===== src/rtl/core/wbgs_pkg.sv =====
`timescale 1ns / 1ps
package wbgs_pkg;

   localparam int GainW  = 16;
   localparam int StepW  = 12;
   localparam int TolW   = 8;
   localparam int TriesW = 7;
   localparam int PixW   = 8;
   localparam int StatW  = 3;
   localparam int CsrAW  = 3;
   localparam int CsrDW  = 16;

   // status codes
   localparam logic [StatW-1:0] ST_ADJUST    = 3'd0;
   localparam logic [StatW-1:0] ST_CONVERGED = 3'd1;
   localparam logic [StatW-1:0] ST_RANGE     = 3'd2;
   localparam logic [StatW-1:0] ST_EXHAUSTED = 3'd3;
   localparam logic [StatW-1:0] ST_IDLE      = 3'd4;

   // register indexes
   localparam logic [CsrAW-1:0] REG_START_RED  = 3'd0;
   localparam logic [CsrAW-1:0] REG_START_BLUE = 3'd1;
   localparam logic [CsrAW-1:0] REG_TOLERANCE  = 3'd2;
   localparam logic [CsrAW-1:0] REG_START_STEP = 3'd3;
   localparam logic [CsrAW-1:0] REG_TRY_LIMIT  = 3'd4;
   localparam logic [CsrAW-1:0] REG_GAIN_FLOOR = 3'd5;
   localparam logic [CsrAW-1:0] REG_GAIN_CEIL  = 3'd6;

   // register reset values
   localparam logic [GainW-1:0]  RST_START_GAIN = 16'd32768;
   localparam logic [TolW-1:0]   RST_TOLERANCE  = 8'd3;
   localparam logic [StepW-1:0]  RST_START_STEP = 12'd1024;
   localparam logic [TriesW-1:0] RST_TRY_LIMIT  = 7'd64;
   localparam logic [GainW-1:0]  RST_GAIN_FLOOR = 16'(81 * 256);
   localparam logic [GainW-1:0]  RST_GAIN_CEIL  = 16'(226 * 256);

   typedef struct packed {
      logic [GainW-1:0]  start_red_gain;
      logic [GainW-1:0]  start_blue_gain;
      logic [TolW-1:0]   tolerance;
      logic [StepW-1:0]  start_step;
      logic [TriesW-1:0] try_limit;
      logic [GainW-1:0]  gain_floor;
      logic [GainW-1:0]  gain_ceiling;
   } cfg_type;

   typedef struct packed {
      logic signed [GainW+1:0] gain;
      logic [StepW-1:0]        step;
      logic                    dir_neg;
      logic                    settled;
   } chan_res_type;

endpackage


===== src/rtl/core/wbgs_csr.sv =====
`timescale 1ns / 1ps
module wbgs_csr (
   input  logic                        clock,
   input  logic                        reset,
   input  logic                        csr_we,
   input  logic [wbgs_pkg::CsrAW-1:0]  csr_addr,
   input  logic [wbgs_pkg::CsrDW-1:0]  csr_wdata,
   output wbgs_pkg::cfg_type           cfg
);

   wbgs_pkg::cfg_type cfg_ff;

   always_ff @(posedge clock) begin
      if (reset) begin
         cfg_ff.start_red_gain  <= wbgs_pkg::RST_START_GAIN;
         cfg_ff.start_blue_gain <= wbgs_pkg::RST_START_GAIN;
         cfg_ff.tolerance       <= wbgs_pkg::RST_TOLERANCE;
         cfg_ff.start_step      <= wbgs_pkg::RST_START_STEP;
         cfg_ff.try_limit       <= wbgs_pkg::RST_TRY_LIMIT;
         cfg_ff.gain_floor      <= wbgs_pkg::RST_GAIN_FLOOR;
         cfg_ff.gain_ceiling    <= wbgs_pkg::RST_GAIN_CEIL;
      end else if (csr_we) begin
         case (csr_addr)
            wbgs_pkg::REG_START_RED:  cfg_ff.start_red_gain  <= csr_wdata;
            wbgs_pkg::REG_START_BLUE: cfg_ff.start_blue_gain <= csr_wdata;
            wbgs_pkg::REG_TOLERANCE:  cfg_ff.tolerance  <= csr_wdata[wbgs_pkg::TolW-1:0];
            wbgs_pkg::REG_START_STEP: cfg_ff.start_step <= csr_wdata[wbgs_pkg::StepW-1:0];
            wbgs_pkg::REG_TRY_LIMIT:  cfg_ff.try_limit  <= csr_wdata[wbgs_pkg::TriesW-1:0];
            wbgs_pkg::REG_GAIN_FLOOR: cfg_ff.gain_floor      <= csr_wdata;
            wbgs_pkg::REG_GAIN_CEIL:  cfg_ff.gain_ceiling    <= csr_wdata;
            default: ;
         endcase
      end
   end

   assign cfg = cfg_ff;

endmodule


===== src/rtl/core/wbgs_chan.sv =====
`timescale 1ns / 1ps
module wbgs_chan (
   input  logic [wbgs_pkg::GainW-1:0]  gain,
   input  logic [wbgs_pkg::PixW-1:0]   chan,
   input  logic [wbgs_pkg::PixW-1:0]   green,
   input  logic [wbgs_pkg::StepW-1:0]  step,
   input  logic                        dir_neg,
   input  logic [wbgs_pkg::TolW-1:0]   tolerance,
   output wbgs_pkg::chan_res_type      res
);

   logic                       neg;
   logic [wbgs_pkg::PixW-1:0]  diff;
   logic signed [wbgs_pkg::GainW+1:0] gain_s;
   logic signed [wbgs_pkg::GainW+1:0] step_s;

   always_comb begin
      neg    = chan < green;
      diff   = neg ? (green - chan) : (chan - green);
      gain_s = $signed({2'b00, gain});
      step_s = $signed({{(wbgs_pkg::GainW + 2 - wbgs_pkg::StepW){1'b0}}, step});
      res.settled = diff <= tolerance;
      if (res.settled) begin
         res.gain    = gain_s;
         res.step    = step;
         res.dir_neg = dir_neg;
      end else begin
         res.gain    = neg ? (gain_s - step_s) : (gain_s + step_s);
         // reversal halves the step
         res.step    = (neg != dir_neg) ? (step >> 1) : step;
         res.dir_neg = neg;
      end
   end

endmodule


===== src/rtl/core/white_balance_gain_search_unit.sv =====
`timescale 1ns / 1ps
// White balance gain search. Each req word carries one frame's red, green and
// blue averages (restart flag in tuser); each produces exactly one rsp word
// with the red and blue gains to apply and a status code. The unit takes one
// word per clock while the result register is free or rsp_tready is high: the
// search state updates combinationally between the input register and the
// result register, which drives rsp_tvalid.
// Registers are to be written through the csr port only while the unit is
// idle; the block itself does not enforce it. tolerance, gain_floor and
// gain_ceiling act at once, the rest at the next restart.
module white_balance_gain_search_unit (
   input  logic                        clock,
   input  logic                        reset,
   input  logic                        req_tvalid,
   output logic                        req_tready,
   input  logic [23:0]                 req_tdata,  // avg_red, avg_green, avg_blue
   input  logic                        req_tuser,  // restart
   output logic                        rsp_tvalid,
   input  logic                        rsp_tready,
   output logic [39:0]                 rsp_tdata,  // red_gain_out, blue_gain_out, status
   input  logic                        csr_we,
   input  logic [wbgs_pkg::CsrAW-1:0]  csr_addr,
   input  logic [wbgs_pkg::CsrDW-1:0]  csr_wdata
);

   localparam int GW = wbgs_pkg::GainW;
   localparam int TW = wbgs_pkg::TriesW;

   wbgs_pkg::cfg_type      cfg;
   wbgs_pkg::chan_res_type red_res, blue_res;

   // input stage
   logic                        in_valid_ff;
   logic                        in_restart_ff;
   logic [wbgs_pkg::PixW-1:0]   in_red_ff, in_green_ff, in_blue_ff;

   // search state
   logic [GW-1:0]                 red_gain_ff, red_gain_in;
   logic [GW-1:0]                 blue_gain_ff, blue_gain_in;
   logic [wbgs_pkg::StepW-1:0]    red_step_ff, red_step_in;
   logic [wbgs_pkg::StepW-1:0]    blue_step_ff, blue_step_in;
   logic                          red_neg_ff, red_neg_in;
   logic                          blue_neg_ff, blue_neg_in;
   logic [TW-1:0]                 tries_ff, tries_in;
   logic                          running_ff, running_in;

   // result stage
   logic                          out_valid_ff;
   logic [GW-1:0]                 out_red_ff, out_blue_ff;
   logic [wbgs_pkg::StatW-1:0]    out_status_ff, status_in;

   logic advance;
   logic out_of_range;
   logic signed [GW+1:0] lo_s, hi_s;

   assign advance    = in_valid_ff && (!out_valid_ff || rsp_tready);
   assign req_tready = !in_valid_ff || advance;

   wbgs_csr u_csr (
      .clock     (clock),
      .reset     (reset),
      .csr_we    (csr_we),
      .csr_addr  (csr_addr),
      .csr_wdata (csr_wdata),
      .cfg       (cfg)
   );

   wbgs_chan u_red (
      .gain      (red_gain_ff),
      .chan      (in_red_ff),
      .green     (in_green_ff),
      .step      (red_step_ff),
      .dir_neg   (red_neg_ff),
      .tolerance (cfg.tolerance),
      .res       (red_res)
   );

   wbgs_chan u_blue (
      .gain      (blue_gain_ff),
      .chan      (in_blue_ff),
      .green     (in_green_ff),
      .step      (blue_step_ff),
      .dir_neg   (blue_neg_ff),
      .tolerance (cfg.tolerance),
      .res       (blue_res)
   );

   always_comb begin
      lo_s = $signed({2'b00, cfg.gain_floor});
      hi_s = $signed({2'b00, cfg.gain_ceiling});
      out_of_range = (red_res.gain < lo_s) || (red_res.gain > hi_s) ||
                     (blue_res.gain < lo_s) || (blue_res.gain > hi_s);

      red_gain_in  = red_gain_ff;
      blue_gain_in = blue_gain_ff;
      red_step_in  = red_step_ff;
      blue_step_in = blue_step_ff;
      red_neg_in   = red_neg_ff;
      blue_neg_in  = blue_neg_ff;
      tries_in     = tries_ff;
      running_in   = running_ff;
      status_in    = wbgs_pkg::ST_IDLE;

      if (in_restart_ff) begin
         red_gain_in  = cfg.start_red_gain;
         blue_gain_in = cfg.start_blue_gain;
         red_step_in  = cfg.start_step;
         blue_step_in = cfg.start_step;
         red_neg_in   = in_red_ff < in_green_ff;
         blue_neg_in  = in_blue_ff < in_green_ff;
         tries_in     = cfg.try_limit;
         running_in   = 1'b1;
         status_in    = wbgs_pkg::ST_ADJUST;
      end else if (running_ff) begin
         if (out_of_range) begin
            status_in = wbgs_pkg::ST_RANGE;
         end else if (red_res.settled && blue_res.settled) begin
            status_in = wbgs_pkg::ST_CONVERGED;
         end else if (tries_ff <= TW'(1)) begin
            status_in = wbgs_pkg::ST_EXHAUSTED;
         end else begin
            status_in    = wbgs_pkg::ST_ADJUST;
            tries_in     = tries_ff - TW'(1);
            red_gain_in  = red_res.gain[GW-1:0];
            blue_gain_in = blue_res.gain[GW-1:0];
            red_step_in  = red_res.step;
            blue_step_in = blue_res.step;
            red_neg_in   = red_res.dir_neg;
            blue_neg_in  = blue_res.dir_neg;
         end
         if (status_in != wbgs_pkg::ST_ADJUST) begin
            tries_in   = '0;
            running_in = 1'b0;
         end
      end
   end

   always_ff @(posedge clock) begin
      if (reset) begin
         in_valid_ff  <= 1'b0;
         out_valid_ff <= 1'b0;
         red_gain_ff  <= '0;
         blue_gain_ff <= '0;
         red_step_ff  <= '0;
         blue_step_ff <= '0;
         red_neg_ff   <= 1'b0;
         blue_neg_ff  <= 1'b0;
         tries_ff     <= '0;
         running_ff   <= 1'b0;
      end else begin
         if (req_tready) begin
            in_valid_ff <= req_tvalid;
         end
         if (advance) begin
            out_valid_ff <= 1'b1;
            red_gain_ff  <= red_gain_in;
            blue_gain_ff <= blue_gain_in;
            red_step_ff  <= red_step_in;
            blue_step_ff <= blue_step_in;
            red_neg_ff   <= red_neg_in;
            blue_neg_ff  <= blue_neg_in;
            tries_ff     <= tries_in;
            running_ff   <= running_in;
         end else if (rsp_tready) begin
            out_valid_ff <= 1'b0;
         end
      end
   end

   // payload
   always_ff @(posedge clock) begin
      if (req_tready && req_tvalid) begin
         in_restart_ff <= req_tuser;
         in_red_ff     <= req_tdata[7:0];
         in_green_ff   <= req_tdata[15:8];
         in_blue_ff    <= req_tdata[23:16];
      end
      if (advance) begin
         out_red_ff    <= red_gain_in;
         out_blue_ff   <= {blue_gain_in[GW-1:1], 1'b0};
         out_status_ff <= status_in;
      end
   end

   assign rsp_tvalid = out_valid_ff;
   assign rsp_tdata  = {5'b0, out_status_ff, out_blue_ff, out_red_ff};

endmodule


===== config.mk =====
export PLATFORM = sky130hd
export DESIGN_NAME = white_balance_gain_search_unit
export DESIGN_NICKNAME = d
export VERILOG_FILES = /design/src/rtl/core/wbgs_pkg.sv /design/src/rtl/core/wbgs_csr.sv /design/src/rtl/core/wbgs_chan.sv /design/src/rtl/core/white_balance_gain_search_unit.sv
export SDC_FILE = /design/constraint.sdc
export NUM_CORES = 1
export LEC_CHECK = 0
export BUFFER_PORTS_ARGS = -buffer_cell sky130_fd_sc_hd__buf_2
export CAP_MARGIN = 30
export CORE_ASPECT_RATIO = 0.8
export CORE_MARGIN = 2
export CORE_UTILIZATION = 35
export CTS_CLUSTER_DIAMETER = 120
export DETAILED_ROUTE_END_ITERATION = 16
export PLACE_DENSITY_LB_ADDON = 0.1
export SLEW_MARGIN = 20
export SYNTH_ARGS = -nofsm -noshare
export SYNTH_HDL_FRONTEND = slang
export SYNTH_HIERARCHICAL = 1
export SYNTH_SLANG_ARGS = --single-unit

===== constraint.sdc =====
create_clock -name clock -period 10.2 [get_ports clock]
set_clock_uncertainty 0.05 [all_clocks]
set_input_delay 0 -clock clock [delete_from_list [all_inputs] [get_ports clock]]
set_output_delay 0 -clock clock [all_outputs]
set_load 0.02 [all_outputs]

==> flow_summary.yaml <==
run_status:
  status: "finished, final reports clean"
final_layout:
  final_util_pct: 40.2
  antennaDiodeCount: 0
  final_cell_mix: "ha_1 (172), mux2i_1 (162), dfxtp_1 (159)"
  final_common_cell: "ha_1"
  multi_input_area_sq_um: 10000
  syn2layout_area_growth_pct: 13.6
  fin_nets: 2130
  nFillCells: 4592
  post-route-cell-area_sq_um: 18300
  final_layout_size_suffix_gt1_share_pct: 11.9
  regArea_sq_um: 4950
place:
  io_buffers: 84
  place.gp.congestion: 0.854
  placed_area_sq_um: 16900
  dpl.hpwl_um: 40100
detailed_routing:
  wire_per_inst_um: 21.1
  drc: 0
  routed-via-count: 13700
  first_pass_iters: 5
  drt-total-wl_um: 53400
  antenna_left: 0
  initialDrtViolationCount: 991
  vias_per_cell: 5.40
cts:
  cts_buffer_depth: 3
  cts-root-buf: "clkbuf_16"
  clk_pin_slew_ns: 0.06
  numClockSinks: 218
  cts_buffers: 27
  clk_latency_ns: 0.58
  htree_levels: 1
  cts_tree: "built"
synth:
  synth.top_cell.area_share_pct: 19.7
  ys_top_cells_by_area: "dfxtp_1 (20%), ha_1 (13%), edfxtp_1 (11%)"
  synth_flop_cell: "dfxtp_1"
  async_flop_share_pct: 0
  synth_cell_types: 102
  ys_seq_elements: 218
  synth_edf_count: 59
  synth_top_area_cell: "dfxtp_1"
  synth_area_sq_um: 16100
  ys_seq_area_share_pct: 30.7
  avgSynthCellArea_sq_um: 8.88
  yosysWarnings: 6
  synth_cells: 1816
min_path:
  worstHoldPathType: "in2reg"
critical_path:
  rr_endpoint: "blue_gain_ff[8]"
  crit_path_start: "in_green_ff[1]"
  reg2reg_slack_ns: 2.01
  cp.required_ns: 10.60
  critical_path_class: "reg2reg"
  regToRegStartpoint: "in_green_ff[1]"
  cp.arrival_ns: 8.59
  r2r_cells: 25
  crit_end: "blue_gain_ff[8]"
  worst_setup_path_end_kind: "register"
  path_max_fanout: 27
  setup.worst_path.start_class: "register"
sta:
  timing.fmax_mhz: 122
  maxSlewViolCount: 0
  finalCritPeriodShare_pct: 80.3
  hold_viol: 0
  rsz0062_at_grt: "false"
  relSlewSlack_pct: 35.0
  worstMarginPinSlew_ns: 0.965
  setup_violations: 0
  setup-tns-final_ns: 0
  min_period_ns: 8.19
power_and_ir_drop:
  finalPower_mw: 2.93
  leakage_nw: 8.03
  power_density_nw_per_um2: 160
  irDropWorstVdd_v: 0.000119
floorplanning:
  die-area_sq_um: 47800
  die_w_um: 244
  initial_core_util_pct: 35.4
  std_cell_rows: 70
  dieHeight_um: 196
  fp.coreArea_sq_um: 45500
  io_pins: 91
run:
  maxCapViolations: 0
global_route:
  grt_pass1_wl_um: 81100
  antenna_found_initial: 2
  grt_overflow_total: 0
  grt.total_usage_pct: 22.0
  grt_max_degree: 92
  grt_pass1_vias: 13200
==> power by group <==
part	leakage, nW	switching, mW	internal (mW)
registers	1.86	0.0380	0.927
clock network	0.422	0.412	0.534
logic	5.75	0.637	0.382
==> area by class of cell <==
| cell class | instances | share of cell area, % |
|---|---|---|
| multi-input cells | 1338 | 54.8 |
| inverters | 158 | 3.24 |
| repair buffers | 158 | 6.10 |
| well taps | 612 | 4.18 |
| clock inverters | 14 | 0.574 |
| flip-flops and latches | 218 | 27.1 |
| clock buffers | 36 | 4.04 |
==> stage by stage <==
stage | hold WS (ns) | setup WS [ns] | std cells
final | 0.0601 | 2.01 | 2534
after global routing | 0.0711 | 1.54 | 2534
after CTS | 0.0463 | 2.01 | 2533
after detailed placement | 0.128 | 2.04 | 2432
after global placement | 0.127 | 2.21 | 2430
after floorplan | 0.0489 | 4.16 | 1821
==> timing repair <==
| action | 4_1_cts | 5_1_grt |
|---|---|---|
| hold buffers | 51 | 0 |
| buffers inserted | 0 | 0 |
| gates resized for setup | 0 | 0 |
| hold endpoints to repair | 94 | 0 |
==> sequential cells by signal, indices dropped and copies added, names as in the netlist, 12 cells and up <==
name and cells:
u_csr/cfg 91, blue_gain_ff 16, blue_step_ff 12, red_gain_ff 16
out_blue_ff 15, out_red_ff 16, red_step_ff 12
==> worst max-delay path, cell delays in order, from the launching register on <==
cell and delay, ns:
edfxtp_1 0.53, inv_1 0.14, fa_1 0.43, nand3_1 0.14
a21o_1 0.20, nand2_1 0.52, nor3_1 0.36, o22ai_1 0.13
xor2_1 0.16, ha_1 0.30, nand4_1 0.09, nand2b_1 0.15
a21o_1 0.18, nand2_1 0.37, inv_2 0.31, a2111o_1 0.36
a211oi_1 0.57, ha_1 0.23, nand3_1 0.10, or4_4 0.50
nor4_2 0.25, a211oi_2 0.12, nor4_4 0.43, nand4_1 0.64
buf_4 0.48, o221a_2 0.32
==> per-layer routing <==
metal / up-vias / global-route usage [%] / wire length [um]
met3: 55 / 2.35 / 2150
li1: 6666 / - / -
met2: 318 / 34.4 / 23200
met4: 0 / 5.10 / 1160
met1: 6643 / 32.4 / 26900
met5: - / 0 / 0
==> cells by family after synthesis <==
group	Yosys count	synth area share, %
buffers and inverters	265	7.27
DFF	218	30.7
and+or+nand+nor	503	16.4
xor gates and xnor gates	32	1.74
other	1	0.0233
AOI/OAI and AO/OA	452	19.2
adders and majority gates	180	14.3
muxes	165	10.3
==> how the worst min path moves through the flow <==
| stage | startpoint | to | slack [ns] | depth (start not counted) |
|---|---|---|---|---|
| after floorplan | req_tdata[16] | in_blue_ff[0] | 0.05 | 0 |
| after global placement | req_tdata[23] | in_blue_ff[7] | 0.13 | 1 |
| after detailed placement | req_tdata[22] | in_blue_ff[6] | 0.13 | 1 |
| after CTS | csr_wdata[2] | u_csr/cfg[34] | 0.05 | 3 |
| after global routing | csr_wdata[2] | u_csr/cfg[34] | 0.07 | 3 |
| final | csr_wdata[2] | u_csr/cfg[53] | 0.06 | 3 |
==> synth_stat cells, types with 30 or more instances <==
cell,count
inv_1,156
buf_2,30
nand2b_1,114
a21oi_1,151
dfxtp_1,159
a211oi_1,33
o21ai_0,47
nor2_1,143
ha_1,172
edfxtp_1,59
nand2_1,87
mux2i_1,162
clkbuf_1,47
o221a_2,30
o21ai_1,34
Note: power is estimated with default switching activity, not from simulation.
